### src/design/cla_pkg.sv
// Shared types, codes and constants for the command line assembler.
`default_nettype none

package cla_pkg;

	localparam int CLA_DEPTH = 64;     // default ring depth
	localparam int LINE_CAP  = 64;     // line store entries
	localparam int LINE_AW   = 6;      // line store address width
	localparam int RES_CNT_W = 6;      // counts up to 64 echoes per poll

	localparam logic [7:0] CH_BS = 8'h08;
	localparam logic [7:0] CH_LF = 8'h0A;
	localparam logic [7:0] CH_CR = 8'h0D;

	typedef enum logic [1:0] {
		CMD_PUSH = 2'd0,
		CMD_POLL = 2'd1,
		CMD_READ = 2'd2,
		CMD_NOP  = 2'd3
	} cmd_t;

	typedef enum logic [1:0] {
		ST_IDLE,
		ST_SCAN,
		ST_READ
	} state_t;

	// controller -> datapath
	typedef struct packed {
		logic emit_direct;   // single result formed from the accepted transaction
		logic do_push;       // store rx byte unless ring is full
		logic start_scan;    // poll with bytes pending
		logic scan_step;     // consume one ring byte into the output register
		logic start_read;    // capture line store entry
		logic read_resp;     // emit the captured line byte
	} ctrl_t;

	// datapath -> controller
	typedef struct packed {
		logic out_free;      // output register can take a result this cycle
		logic scan_empty;    // nothing unscanned
		logic scan_stop;     // current scan byte is the final result of the poll
	} stat_t;

endpackage

`default_nettype wire

### src/design/cla_ctrl.sv
// Controller state machine for the command line assembler.
`default_nettype none

module cla_ctrl (
	input  wire            clk,
	input  wire            arst_n,
	input  wire            in_valid,
	input  cla_pkg::cmd_t  cmd,
	input  cla_pkg::stat_t stat,
	output logic           in_ready,
	output cla_pkg::ctrl_t ctrl
);
	import cla_pkg::*;

	state_t state_q, state_nx;
	logic   accept;

	assign in_ready = (state_q == ST_IDLE) && stat.out_free;
	assign accept   = in_ready && in_valid;

	always_ff @(posedge clk or negedge arst_n) begin
		if (!arst_n) begin
			state_q <= ST_IDLE;
		end else begin
			state_q <= state_nx;
		end
	end

	always_comb begin
		state_nx = state_q;
		case (state_q)
			ST_IDLE: begin
				if (accept) begin
					if (cmd == CMD_POLL && !stat.scan_empty)
						state_nx = ST_SCAN;
					else if (cmd == CMD_READ)
						state_nx = ST_READ;
				end
			end
			ST_SCAN: begin
				if (stat.out_free && stat.scan_stop)
					state_nx = ST_IDLE;
			end
			ST_READ: begin
				if (stat.out_free)
					state_nx = ST_IDLE;
			end
			default: state_nx = ST_IDLE;
		endcase
	end

	always_comb begin
		ctrl = '0;
		case (state_q)
			ST_IDLE: begin
				if (accept) begin
					case (cmd)
						CMD_PUSH: begin
							ctrl.do_push     = 1'b1;
							ctrl.emit_direct = 1'b1;
						end
						CMD_POLL: begin
							if (stat.scan_empty)
								ctrl.emit_direct = 1'b1;
							else
								ctrl.start_scan = 1'b1;
						end
						CMD_READ: ctrl.start_read = 1'b1;
						default:  ctrl.emit_direct = 1'b1;
					endcase
				end
			end
			ST_SCAN: ctrl.scan_step = stat.out_free;
			ST_READ: ctrl.read_resp = stat.out_free;
			default: ctrl = '0;
		endcase
	end

endmodule

`default_nettype wire

### src/design/cla_dpath.sv
// Datapath: receive ring, counters, line store and output register.
`default_nettype none

module cla_dpath #(
	parameter int DEPTH = cla_pkg::CLA_DEPTH
) (
	input  wire                         clk,
	input  wire                         arst_n,
	input  cla_pkg::ctrl_t              ctrl,
	output cla_pkg::stat_t              stat,
	input  wire [7:0]                   rx_byte,
	input  wire [cla_pkg::LINE_AW-1:0]  line_index,
	input  wire                         out_ready,
	output logic                        out_valid,
	output logic                        out_data_valid,
	output logic [7:0]                  out_data,
	output logic                        out_line_found,
	output logic                        out_dropped,
	output logic                        out_last
);
	import cla_pkg::*;

	localparam int SPAN  = 2 * DEPTH;
	localparam int CNT_W = $clog2(SPAN);
	localparam int AW    = $clog2(DEPTH);
	localparam int LP_W  = $clog2(DEPTH + 1);

	function automatic logic [AW-1:0] slot_of(input logic [CNT_W-1:0] c);
		logic [CNT_W-1:0] s;
		s = (c >= CNT_W'(DEPTH)) ? c - CNT_W'(DEPTH) : c;
		return s[AW-1:0];
	endfunction

	function automatic logic [CNT_W-1:0] inc_of(input logic [CNT_W-1:0] c);
		return (c == CNT_W'(SPAN - 1)) ? '0 : c + 1'b1;
	endfunction

	// ring and counters
	logic [7:0]         ring_mem [DEPTH];
	logic [7:0]         ring_rd_q;
	logic [CNT_W-1:0]   wr_cnt_q, scan_cnt_q, start_cnt_q;
	logic [LP_W-1:0]    line_pos_q;
	logic [RES_CNT_W-1:0] res_cnt_q;

	// line store
	logic [7:0]         line_mem [LINE_CAP];
	logic [LINE_CAP-1:0] line_vld_q;
	logic [7:0]         line_rd_q;
	logic               line_rd_vld_q;

	// output register
	logic               out_valid_q, dv_q, lf_q, dr_q, last_q;
	logic [7:0]         data_q;

	logic [CNT_W-1:0]   fill;
	logic               ring_full;
	logic [CNT_W-1:0]   scan_nx;
	logic [AW-1:0]      rd_slot;
	logic [7:0]         ch;
	logic               is_term, is_bs, term_ok, line_wr, scan_last;
	logic [LP_W-1:0]    line_pos_nx;
	logic               ld;

	assign fill      = (wr_cnt_q >= start_cnt_q) ? wr_cnt_q - start_cnt_q
	                                             : wr_cnt_q - start_cnt_q + CNT_W'(SPAN);
	assign ring_full = fill >= CNT_W'(DEPTH);

	assign scan_nx = inc_of(scan_cnt_q);
	assign rd_slot = ctrl.scan_step ? slot_of(scan_nx) : slot_of(scan_cnt_q);

	assign ch      = ring_rd_q;
	assign is_term = (ch == CH_LF) || (ch == CH_CR);
	assign is_bs   = (ch == CH_BS);
	assign term_ok = is_term && (line_pos_q < LP_W'(DEPTH - 1));
	assign line_wr = ctrl.scan_step &&
	                 (term_ok || (!is_term && !is_bs && line_pos_q < LP_W'(DEPTH)));
	assign scan_last = term_ok || (scan_nx == wr_cnt_q) ||
	                   (res_cnt_q == {RES_CNT_W{1'b1}});

	always_comb begin
		if (is_term)
			line_pos_nx = '0;
		else if (is_bs)
			line_pos_nx = (line_pos_q != '0) ? line_pos_q - 1'b1 : line_pos_q;
		else if (line_pos_q < LP_W'(DEPTH))
			line_pos_nx = line_pos_q + 1'b1;
		else
			line_pos_nx = line_pos_q;
	end

	assign stat.out_free   = !out_valid_q || out_ready;
	assign stat.scan_empty = (scan_cnt_q == wr_cnt_q);
	assign stat.scan_stop  = scan_last;

	assign ld = ctrl.emit_direct || ctrl.scan_step || ctrl.read_resp;

	// ring memory: one write port, registered read
	always_ff @(posedge clk) begin
		if (ctrl.do_push && !ring_full)
			ring_mem[slot_of(wr_cnt_q)] <= rx_byte;
		ring_rd_q <= ring_mem[rd_slot];
	end

	always_ff @(posedge clk or negedge arst_n) begin
		if (!arst_n) begin
			wr_cnt_q    <= '0;
			scan_cnt_q  <= '0;
			start_cnt_q <= '0;
			line_pos_q  <= '0;
			res_cnt_q   <= '0;
		end else begin
			if (ctrl.do_push && !ring_full)
				wr_cnt_q <= inc_of(wr_cnt_q);
			if (ctrl.start_scan)
				res_cnt_q <= '0;
			if (ctrl.scan_step) begin
				scan_cnt_q <= scan_nx;
				line_pos_q <= line_pos_nx;
				res_cnt_q  <= res_cnt_q + 1'b1;
				if (is_term)
					start_cnt_q <= scan_nx;
			end
		end
	end

	// line store; entries never written read as zero
	always_ff @(posedge clk) begin
		if (line_wr)
			line_mem[LINE_AW'(line_pos_q)] <= ch;
		if (ctrl.start_read)
			line_rd_q <= line_mem[line_index];
	end

	always_ff @(posedge clk or negedge arst_n) begin
		if (!arst_n) begin
			line_vld_q    <= '0;
			line_rd_vld_q <= 1'b0;
		end else begin
			if (line_wr)
				line_vld_q[LINE_AW'(line_pos_q)] <= 1'b1;
			if (ctrl.start_read)
				line_rd_vld_q <= line_vld_q[line_index];
		end
	end

	always_ff @(posedge clk or negedge arst_n) begin
		if (!arst_n) begin
			out_valid_q <= 1'b0;
		end else if (ld) begin
			out_valid_q <= 1'b1;
		end else if (out_ready) begin
			out_valid_q <= 1'b0;
		end
	end

	always_ff @(posedge clk) begin
		if (ld) begin
			if (ctrl.scan_step) begin
				dv_q   <= 1'b1;
				data_q <= ch;
				lf_q   <= term_ok;
				dr_q   <= 1'b0;
				last_q <= scan_last;
			end else if (ctrl.read_resp) begin
				dv_q   <= 1'b1;
				data_q <= line_rd_vld_q ? line_rd_q : 8'h00;
				lf_q   <= 1'b0;
				dr_q   <= 1'b0;
				last_q <= 1'b1;
			end else begin
				dv_q   <= 1'b0;
				data_q <= 8'h00;
				lf_q   <= 1'b0;
				dr_q   <= ctrl.do_push && ring_full;
				last_q <= 1'b1;
			end
		end
	end

	assign out_valid      = out_valid_q;
	assign out_data_valid = dv_q;
	assign out_data       = data_q;
	assign out_line_found = lf_q;
	assign out_dropped    = dr_q;
	assign out_last       = last_q;

endmodule

`default_nettype wire

### src/design/command_line_assembler.sv
// Push, no-op and empty poll give one result, registered in the cycle after acceptance.
// A read answers through the registered line store port and then the output register.
// A poll with bytes pending echoes its first byte through the registered read port of the
// receive ring, then one echo per cycle while the output register is free, paced by that port.
// One command is in progress at a time; the next is taken after the last result is loaded.
// Reset clears counters, line position, line store valid bits and output valid; not the ring.
`default_nettype none

module command_line_assembler #(
	parameter int DEPTH = cla_pkg::CLA_DEPTH
) (
	input  wire         clk,
	input  wire         arst_n,
	input  wire         s_tvalid,
	output logic        s_tready,
	input  wire  [15:0] s_tdata,   // [7:0] rx_byte, [13:8] line_index, [15:14] zero
	input  wire  [1:0]  s_tuser,   // [1:0] cmd
	input  wire         s_tlast,   // end_of_packet, framing only
	output logic        m_tvalid,
	input  wire         m_tready,
	output logic [15:0] m_tdata,   // [7:0] data, [8] line_found, [9] dropped, [15:10] zero
	output logic        m_tuser,   // [0] data_valid
	output logic        m_tlast    // last result of the command
);
	import cla_pkg::*;

	ctrl_t ctrl;
	stat_t stat;
	cmd_t  cmd;
	logic  line_found, dropped;
	logic [7:0] data;
	logic  eop_unused;

	assign cmd        = cmd_t'(s_tuser);
	assign eop_unused = s_tlast;

	cla_ctrl u_ctrl (
		.clk      (clk),
		.arst_n   (arst_n),
		.in_valid (s_tvalid),
		.cmd      (cmd),
		.stat     (stat),
		.in_ready (s_tready),
		.ctrl     (ctrl)
	);

	cla_dpath #(
		.DEPTH (DEPTH)
	) u_dpath (
		.clk            (clk),
		.arst_n         (arst_n),
		.ctrl           (ctrl),
		.stat           (stat),
		.rx_byte        (s_tdata[7:0]),
		.line_index     (s_tdata[13:8]),
		.out_ready      (m_tready),
		.out_valid      (m_tvalid),
		.out_data_valid (m_tuser),
		.out_data       (data),
		.out_line_found (line_found),
		.out_dropped    (dropped),
		.out_last       (m_tlast)
	);

	assign m_tdata = {6'b0, dropped, line_found, data};

endmodule

`default_nettype wire

### config.mk
export PLATFORM = sky130hd
export DESIGN_NAME = command_line_assembler
export DESIGN_NICKNAME = d
export VERILOG_FILES = /design/src/design/cla_pkg.sv /design/src/design/cla_ctrl.sv /design/src/design/cla_dpath.sv /design/src/design/command_line_assembler.sv
export SDC_FILE = /design/constraint.sdc
export NUM_CORES = 1
export LEC_CHECK = 0
export BUFFER_PORTS_ARGS = -buffer_cell sky130_fd_sc_hd__buf_2
export CORE_UTILIZATION = 50
export DETAILED_ROUTE_END_ITERATION = 7
export MAX_ROUTING_LAYER = met4
export PLACE_DENSITY = 0.68
export SETUP_SLACK_MARGIN = 0.02
export SYNTH_ARGS = -nofsm -noshare
export SYNTH_HDL_FRONTEND = slang
export SYNTH_SLANG_ARGS = --single-unit
### constraint.sdc
create_clock -name clk -period 8.7 [get_ports clk]
set_clock_uncertainty 0.15 [all_clocks]
set_input_delay 0 -clock clk [delete_from_list [all_inputs] [get_ports clk]]
set_output_delay 0 -clock clk [all_outputs]
set_load 0.05 [all_outputs]
==> After elaboration in Yosys (flattened, before gate mapping) <==
Memories as Yosys holds them, arrays and structs flattened. A register that Yosys moved wholly into a read port is not among the register bits.
Cells that the tools add are included.
{ "classes": {"n_addsub": 9, "magnitude_cmp": 9, "n_eq_ne": 17, "muxes": 44, "n_bitwise": 1, "n_reduce_logical": 33} }
{ "op_table": {"columns": ["operator", "n"], "rows": [
  ["$or A64 B64 Y64", 1],
  ["$mux W7", 6],
  ["$mux W6", 6],
  ["$ge A7 B7 Y1 const B", 4],
  ["$eq A8 B4 Y1 const B", 3],
  ["$mux W8", 3],
  ["$add A7 B1 Y7 const B", 3],
  ["$mux W1", 18],
  ["$sub A6 B1 Y6 const B", 3],
  ["$eq A7 B7 Y1", 2],
  ["$eq A7 B7 Y1 const B", 2],
  ["$lt A6 B7 Y1 const B", 2],
  ["$logic_and A1 B1 Y1", 11],
  ["$mux W2", 5],
  ["$logic_or A1 B1 Y1", 7],
  ["$lt A7 B6 Y1 const B", 1],
  ["$lt A7 B7 Y1 const B", 1],
  ["$reduce_bool A7 Y1", 1],
  ["$sub A7 B1 Y7 const B", 1],
  ["$sub A7 B7 Y7", 1],
  ["$add A6 B1 Y6 const B", 1],
  ["$bmux W1 S6", 1],
  ["$demux W1 S6", 1],
  ["$eq A6 B6 Y1 const B", 1],
  ["17 further kinds", 28]
]} }
{ "totals": {"regBits": 114, "ramBits": 1024, "out_inout_bits": 20, "wordCells": 129, "n_memories": 2} }
{ "memory_table": {"columns": ["memory", "words", "word_bits", "read_ports", "rd_clocked_by_memory_dff", "wr", "line", "source"], "rows": [
  ["u_dpath.line_mem", 64, 8, 1, 1, 1, "cla_dpath.sv:46", "logic [7:0] line_mem [LINE_CAP];"],
  ["u_dpath.ring_mem", 64, 8, 1, 1, 1, "cla_dpath.sv:39", "logic [7:0] ring_mem [DEPTH];"]
]} }

==> Logic depth before layout (Yosys ltp) <==
Gate-level depths: netlist of run 1.
{ "logic_depth": {"ltp_word": 9, "ltp_mapped": 14} }

==> Modules after synthesis <==
A second synthesis of run 1 with hierarchy kept.
{ "unflattened": {"cells_unflattened": 2819, "hier_area_um2": 46171.8} }
{ "modules_own_cells": {"columns": ["module", "instances", "cells_each", "area_per_inst_um2", "seq_area_each_um2"], "rows": [
  ["cla_dpath", 1, 2791, 45946.6, 34012.6],
  ["cla_ctrl", 1, 19, 161.4, 50.0],
  ["command_line_assembler", 1, 9, 63.8, 0.0]
]} }

==> Least setup slack after synthesis of run 1 <==
No wires, ideal clock.
{ "synth_timing": {"path_kind": "flip-flop to flip-flop", "start": "reg u_dpath.out_valid_q, in the netlist u_dpath.out_valid", "end": "mem u_dpath.ring_mem[17][0], enable pin", "arrival_time_ps": 3289, "required_ps": 8167, "slack_ps": 4878, "stages_incl_launch_ff": 10, "n_path_buf": 3, "synth_period_minus_slack_ps": 3822, "cell_sequence": "dfrtp_1 > nor2b_1 > buf_2 > nor3_4 > nand2_1 > or3_1 > or3_1 > clkbuf_1 > clkbuf_1 > nor3_1"} }
{ "synth_between": {"elab_chain_cells": 9} }
{ "synth_rtl": {"columns": ["element", "line", "source"], "rows": [
  ["start, declared", "cla_dpath.sv:52", "logic out_valid_q, dv_q, lf_q, dr_q, last_q;"],
  ["start signal, assigned", "cla_dpath.sv:148", "out_valid_q <= 1'b0;"],
  ["start signal, assigned", "cla_dpath.sv:150", "out_valid_q <= 1'b1;"],
  ["start signal, assigned", "cla_dpath.sv:152", "out_valid_q <= 1'b0;"],
  ["$logic_not A1 Y1", "cla_dpath.sv:91", "assign stat.out_free = !out_valid_q || out_ready;"],
  ["$logic_or A1 B1 Y1", "cla_dpath.sv:91", null],
  ["$logic_and A1 B1 Y1", "cla_ctrl.sv:18", "assign in_ready = (state_q == ST_IDLE) && stat.out_free;"],
  ["net s_tready", "command_line_assembler.sv:15", "output logic s_tready,"],
  ["$logic_and A1 B1 Y1", "cla_ctrl.sv:19", "assign accept = in_ready && in_valid;"],
  ["$mux W3", "cla_ctrl.sv:56", "if (accept) begin"],
  ["$mux W3", "cla_ctrl.sv:54", "case (state_q)"],
  ["$logic_and A1 B1 Y1", "cla_dpath.sv:99", "if (ctrl.do_push && !ring_full)"],
  ["$mux W1", "cla_dpath.sv:99", null],
  ["$mux W1 (implied by the code)", "cla_dpath.sv:100", "ring_mem[slot_of(wr_cnt_q)] <= rx_byte;"],
  ["end, declared", "cla_dpath.sv:39", null]
]} }
The timed path passes the listed nets, and every way through them passes these cells.

==> Worst setup path after layout of run 1 <==
{ "layout_timing": {"start": "reg u_ctrl.state_q[0]", "end": "reg u_dpath.ring_rd_q[1], in the netlist u_dpath.ch[1] (read register of u_dpath.ring_mem)"} }
{ "layout_between": {"elab_chain_cells": 3} }
{ "layout_rtl": {"columns": ["element", "line", "source"], "rows": [
  ["start, declared", "cla_ctrl.sv:15", "state_t state_q, state_nx;"],
  ["start signal, assigned", "cla_ctrl.sv:25", "state_q <= state_nx;"],
  ["$eq A2 B1 Y1", "cla_ctrl.sv:54", null],
  ["$mux W1", "cla_ctrl.sv:54", null],
  ["$mux W6", "cla_dpath.sv:69", "assign rd_slot = ctrl.scan_step ? slot_of(scan_nx) : slot_of(scan_cnt_q);"],
  ["end, declared", "cla_dpath.sv:40", "logic [7:0] ring_rd_q;"]
]} }
No other way between the ends.
A chain may end at the register's enable or synchronous reset.

==> flow_summary.toml, run 1 <==
[yosys]
synth_warnings = 0
synth_seq_cells = 1154
synth.yosys.seq_area_share = 0.736
synthesis.area_sq_mm = 0.0463
synth_top_area_share = 0.678
synth.avg_cell_area_sq_um = 16.6
yosys-top-cells-area = "edfxtp_1 (68%), mux4_2 (9.3%), dfrtp_1 (5.5%), nand2_1 (2.9%), nand3_1 (1.3%)"
synth_top_area_cell = "edfxtp_1"
synth_cells = 2780
synth_cell_types = 68
synth-edff-count = 1044
ys_async_sr_fraction = 0.0884
ys.flop_type = "edfxtp_1"

[critical_path]
worstPathRequired_ns = 9.13
startpoint_type = "flip-flop"
setup.worst_path.end_class = "flip-flop"
r2r-start = "u_ctrl.state_q[0]"
path_cells = "nor2b_1 > and3_1 > nor2_4 > buf_4 > inv_4 > buf_4 > mux2i_1 > a2111oi_0 > nor4_1 > a22oi_1 > and3_1"
worstSetupPathType = "flip-flop to flip-flop"
arrival_ns = 5.48
r2r_setup_slack_ns = 3.66
cpLargestDelayFamily = "buffers and inverters"
r2r_cells = 11
path_max_fanout = 78
critPathBufInv = 3
cp_slowest_stage_delay_ns = 0.77
r2r_end = "u_dpath.ch[1]"
cp_slowest_cell = "buf_4"

[place]
port_buffers = 33
hpwl_um = 62200
pre_cts_slack_ns = 3.69
gp_congestion = 0.870

[power_and_ir_drop]
power_frac_comb = 0.255
p_leak_uw = 0.0171
switchingPower_uw = 5000
power.switching_fraction = 0.323
powerDensity_mw_per_mm2 = 302
total_power_uw = 15500
vdd_ir_drop_max_mv = 0.291
clkPwrFrac = 0.302
sequentialPowerShare = 0.443
power.internal_uw = 10500

[floorplan]
dieArea_sq_mm = 0.0937
die_x_um = 306
die_h_um = 306
core-area_sq_mm = 0.0917
io_pins = 43
start_util = 0.505
rows = 111

[min_path]
hold_class = "input pin to flip-flop"
holdPathStages = 4
hold_end = "u_dpath.line_rd_q[7]"
worstHoldStart = "s_tdata[11]"

[clock_network]
cts_root_buffer = "clkbuf_16"
cts.clk_slew.worst_paths_ns = 0.06
htree_levels = 3
cts_setup_buffers = 0
cts_inserted_buffers = 112
insertion_delay_ns = 0.70
cts_tree = "built"
cts_sinks = 1154
clk_path_buf_depth = 3

[timing]
period_share = 0.580
drv_slew = 0
fin_ws_ns = 3.66
relSlewSlack = 0.0937
grt_setup_unrepaired = "no"
period_needed_ns = 5.04
setup_tns_ns = 0
fmax_mhz = 198
finalSetupViolations = 0
worst_slew_pin_slew_ns = 1.35
hold_violations = 0

[outcome]
run_status = "completed"

[drt]
vias = 25200
drc_errors = 0
vias_per_cell = 6.15
postRouteAntennaNets = 0
wl_per_cell_um = 25.8
dr.pass1.iters = 6
drt_wl_total_um = 106000
drt_iter0_drc = 2887

[global_route]
grt_pass1_wl_um = 158000
grt_pass1_vias = 24800
grt-ovfl-total = 0
grt_max_degree = 98
grt_antenna_before_repair = 7
grt.total_usage = 0.233

[layout]
final_cell_mix = "edfxtp_1 (1044), nand2_1 (353), mux4_2 (191)"
multiInputGateArea_sq_mm = 0.0113
regArea_sq_mm = 0.0341
fill_cells = 6979
final_common_cell = "edfxtp_1"
syn_to_final_growth_pct = 10.8
nets = 2851
drive_gt1_frac = 0.180

[flow_run]
max-cap-violations = 0
## worst min-delay path, cell delays in order
cell and delay (ns):
buf_2 0.09, buf_4 0.31, mux4_2 0.30, mux4_2 0.23
## area by class of cell
cell class,count,area share
clock buffer,144,0.0572
clock inverter,65,0.0116
sequential,1154,0.665
inverter,27,0.00208
multi-input combinational,1422,0.221
tap,1186,0.0290
antenna,6,0.000293
timing repair buffer,95,0.0139
## kinds of logic (layout without fill, tap and decap cells)
logic type      Yosys count  count (layout)  share of synthesized area
buf+inv                 209             331                     0.0199
compound gates          311             311                     0.0473
other cells               1              12                  0.0000811
xor+xnor                 29              29                    0.00579
mux                     233             233                      0.102
simple gates            827             827                     0.0838
flops                  1154            1154                      0.736
fa+ha+maj                16              16                    0.00449
## through the flow
stage | cells | area [sq um] | hold slack (ns) | util
finish | 4099 | 51200 | 0.218 | 0.559
global route | 4099 | 51200 | 0.223 | 0.559
CTS | 4090 | 51200 | 0.176 | 0.559
detailed placement | 3860 | 47500 | 0.0933 | 0.518
global placement | 3860 | 47500 | 0.0653 | 0.518
floorplan | 2785 | 46300 | -0.446 | -
## routing by layer
metal / part of all wire / track usage / vias to the layer above / wire length [um]
met1: 0.41 / 0.320 / 13000 / 42800
met5: 0 / - / - / 0
met3: 0.084 / 0.0397 / 164 / 8880
met2: 0.48 / 0.362 / 1083 / 51100
met4: 0.027 / 0.0687 / 0 / 2830
li1: - / - / 11000 / -
## registers in the layout, indices dropped and copies added, names as in the netlist, 2 cells and up
register,flops
u_dpath.res_cnt_q,6
u_dpath.ch,8
u_dpath.line_rd_q,8
u_dpath.scan_cnt_q,7
u_dpath.out_data,8
u_dpath.wr_cnt_q,7
u_dpath.line_vld_q,64
u_dpath.start_cnt_q,7
u_dpath.ring_mem,512
u_dpath.line_pos_q,7
u_dpath.line_mem,512
u_ctrl.state_q,2
## cells in the mapped netlist, types with 18 or more instances
cell type  instances
nand3_1          116
or2_2             66
mux4_2           191
nor4_1            18
and3_1            57
a2111oi_0         21
o21ai_0           27
clkbuf_1          84
nor3_1            71
a21oi_1           74
a211oi_1          40
buf_2             55
mux2i_1           35
dfrtp_1          102
edfxtp_1        1044
inv_1             23
a32oi_1           31
nor2_1            90
a31oi_1           26
nand2_1          353
buf_1             27
## power groups by stage
| stage | clock network (uW) | registers [uW] | logic [uW] |
|---|---|---|---|
| final | 4670 | 6860 | 3940 |
| after global routing | 4940 | 6880 | 4260 |
| after CTS | 4740 | 6850 | 3930 |
| after detailed placement | 0 | 6960 | 3890 |
| after global placement | 0 | 6940 | 3780 |
| after floorplan | 0 | 7110 | 2460 |
## worst max path at each step
| stage | cells after the start | to | startpoint |
|---|---|---|---|
| floorplan | 9 | u_dpath.ring_mem[17][0] | u_dpath.out_valid |
| global placement | 11 | u_dpath.ch[4] | u_ctrl.state_q[0] |
| detailed placement | 11 | u_dpath.ch[3] | u_ctrl.state_q[0] |
| CTS | 11 | u_dpath.ch[3] | u_ctrl.state_q[0] |
| global route | 11 | u_dpath.ch[1] | u_ctrl.state_q[0] |
| finish | 11 | u_dpath.ch[1] | u_ctrl.state_q[0] |
## what timing repair did
item | in CTS | in global routing
hold endpoints to repair | 611 | 0
gates resized for setup | 0 | 0
hold buffers | 21 | 0
(Power assumes the default switching activity.)
==> run 2: changes to the inputs <==
--- a/config.mk
+++ b/config.mk
@@ -5,11 +5,12 @@
 export SDC_FILE = /design/constraint.sdc
 export NUM_CORES = 1
 export LEC_CHECK = 0
+export ABC_AREA = 1
 export BUFFER_PORTS_ARGS = -buffer_cell sky130_fd_sc_hd__buf_2
 export CORE_UTILIZATION = 50
 export DETAILED_ROUTE_END_ITERATION = 7
 export MAX_ROUTING_LAYER = met4
-export PLACE_DENSITY = 0.68
+export PLACE_DENSITY = 0.71
 export SETUP_SLACK_MARGIN = 0.02
 export SYNTH_ARGS = -nofsm -noshare
 export SYNTH_HDL_FRONTEND = slang
==> constraint.sdc (replaced) <==
create_clock -name clk -period 4.4 [get_ports clk]
set_clock_uncertainty 0.15 [all_clocks]
set_input_delay 0 -clock clk [delete_from_list [all_inputs] [get_ports clk]]
set_output_delay 0 -clock clk [all_outputs]
set_load 0.05 [all_outputs]
==> run 2 against run 1 <==
Compared with the run above: the run now ends with design-rule violations left; total power up 120%; clock-buffer cell count up 15; final cell count up 38%; non-clock buffer count up 103; global-route usage up 2.2 points; routed wire length up 17%; utilization up 0.82 points; largest cell class unchanged.
==> flow_summary.toml, run 2 <==
[outcome]
run_status = "finished with violations"
violations = "design-rule violations"

[critical_path]
path_cells = "ha_1 > nand4_1 > o221ai_1 > xor2_1 > nand2_1 > nor2_1 > nand3_1 > buf_4 > nor2_1"
path_max_fanout = 9
startpoint_type = "flip-flop"
worstPathRequired_ns = 4.57
cp_slowest_stage_delay_ns = 0.55
r2r-start = "u_dpath.wr_cnt_q[3]"
r2r_end = "u_dpath.ring_mem[4][4]"
r2r_setup_slack_ns = 0.60
r2r_cells = 9
setup.worst_path.end_class = "flip-flop"
cpMostUsedCell = "nor2_1"
cp_slowest_cell = "nor2_1"
cp-startpoint = "u_dpath.wr_cnt_q[3]"
arrival_ns = 3.97
worstSetupPathType = "flip-flop to flip-flop"

[global_route]
grt_pass1_wl_um = 187000
grt_antenna_before_repair = 0
grt_pass1_vias = 31400
grt.total_usage = 0.256
grt_max_degree = 178
grt-ovfl-total = 0

[floorplan]
core-area_sq_mm = 0.0969
die_x_um = 315
die_h_um = 315
start_util = 0.505
dieArea_sq_mm = 0.0990
io_pins = 43
rows = 114

[yosys]
synth_cells = 4232
synth_cell_types = 47
synthesis.area_sq_mm = 0.0489
synthTopCellsByCount = "edfxtp_1 (1044), nand3_1 (598), nor2_1 (488), nand2_1 (449), o21ai_0 (380)"
synth_top_family_by_area = "simple AND/OR/NAND/NOR gates"
yosys-top-cells-area = "edfxtp_1 (64%), nand3_1 (6.1%), dfrtp_1 (5.2%), o21ai_0 (3.9%), nor2_1 (3.7%)"
synth_seq_cells = 1154
ys.flop_type = "edfxtp_1"
synth-simple-area-share = 0.173
ys_async_sr_fraction = 0.0884
synth_warnings = 0
synth_fa_ha_area_frac = 0.00425
synth.yosys.seq_area_share = 0.697
synth_compound_area_frac = 0.0711
synthXorXnorAreaFrac = 0.00305
synth_top_area_share = 0.641
synth.avg_cell_area_sq_um = 11.6
synth-edff-count = 1044
yosysMostFrequentCell = "edfxtp_1"
synth_top_area_cell = "edfxtp_1"
synth.area.mux_share = 0

[timing]
worst_slew_pin_slew_ns = 1.00
period_share = 0.863
setup_tns_ns = 0
drv_slew = 0
finalSetupViolations = 0
whs_ns = 0.148
fin_ws_ns = 0.601
grt_setup_unrepaired = "no"
hold_violations = 0
period_needed_ns = 3.80
fmax_mhz = 263
relSlewSlack = 0.330

[clock_network]
insertion_delay_ns = 0.70
cts_sinks = 1154
clk_path_buf_depth = 3
cts_root_buffer = "clkbuf_16"
cts_tree = "built"
post_cts_resized = 0
htree_levels = 3
cts_inserted_buffers = 114
cts.clk_slew.worst_paths_ns = 0.06

[layout]
drive_gt1_frac = 0.0954
final_cell_mix = "edfxtp_1 (1044), nand3_1 (598), nor2_1 (488)"
largest_registers = "u_dpath.line_mem: 512 flops, u_dpath.ring_mem: 512 flops, u_dpath.line_vld_q: 64 flops"
fill_cells = 7783
antenna_cells = 0
syn_to_final_growth_pct = 12.4
final_common_cell = "edfxtp_1"
multiInputGateArea_sq_mm = 0.0124
regArea_sq_mm = 0.0341
nets = 4313

[flow_run]
max-cap-violations = 0

[power_and_ir_drop]
vdd_ir_drop_max_mv = 0.817
powerDensity_mw_per_mm2 = 632
p_leak_uw = 0.0203

[min_path]
hold_class = "input pin to flip-flop"
hold_end = "u_dpath.out_valid"
worstHoldStart = "m_tready"
holdPathStages = 5

[drt]
wl_per_cell_um = 21.8
drc_errors = 6
postRouteAntennaNets = 0
drt_wl_total_um = 123000
vias = 33000
dr.pass1.iters = 8
drt_iter0_drc = 4076
vias_per_cell = 5.84

[place]
gp_congestion = 0.905
port_buffers = 33
hpwl_um = 70800
pre_cts_slack_ns = 0.661
## run 2: cell count changes in the layout (fill, tap and decap cells not counted), sizes merged, moves of 102 or more
cell	previous run	this run
nor2	91	491
o22ai	1	142
mux4	191	0
nand3	116	601
nand3b	8	175
inv	33	340
o21ai	28	384
buf	75	177
## run 2: through the flow
step | util | area (sq um) | power (uW) | cells
2_1_floorplan | - | 48900 | 21000 | 4237
3_3_place_gp | 0.524 | 50800 | 24400 | 5413
3_5_place_dp | 0.524 | 50800 | 24600 | 5413
4_1_cts | 0.567 | 54900 | 34700 | 5647
5_1_grt | 0.567 | 54900 | 36200 | 5647
6_report | 0.567 | 54900 | 34700 | 5647
## run 2: worst max path at each step
stage | to | slack (ns) | cells after the start
after global routing | u_dpath.ring_mem[4][4] | 0.36 | 9
final | u_dpath.ring_mem[4][4] | 0.60 | 9
after CTS | u_dpath.ring_mem[4][4] | 0.63 | 9
after floorplan | u_dpath.ring_mem[63][0] | 0.47 | 9
after global placement | u_dpath.ring_mem[36][5] | 0.74 | 9
after detailed placement | u_dpath.ring_mem[4][4] | 0.66 | 9
## run 2: repair_timing
item,in CTS,in global routing
buffers inserted,0,0
hold endpoints to repair,418,0
hold buffers,21,0
## run 2: logic make-up after synthesis
logic type,Yosys count
simple gates,1809
flops,1154
buf+inv,621
compound gates,614
xor+xnor,17
fa+ha+maj,16
other cells,1
## run 2: worst max-delay path, delay by kind of cell (launching register included)
family	cells	cell delay (ns)
AOI/OAI and AO/OA	1	0.22
xor gates and xnor gates	1	0.21
adders and majority gates	1	0.37
buffers and inverters	1	0.36
DFF	1	0.51
and+or+nand+nor	5	1.58
## run 2: area by class of cell
type                    instances  share of cell area
clock buffers                 159              0.0595
inverters                     344              0.0237
well taps                    1276              0.0291
repair buffers                198              0.0299
multi-input cells            2462               0.225
clock inverters                54              0.0123
flip-flops and latches       1154               0.620
## run 2: power breakdown
group	switching, uW	internal [uW]
clock	4100	6060
combinational	7890	2910
sequential	459	13300
## run 2: metal layers
metal,GRT usage,part of all wire,vias to the layer above
li1,-,-,15000
met1,0.340,0.41,16100
met2,0.406,0.48,1509
met3,0.0314,0.076,266
met4,0.0953,0.035,0
met5,-,0,-
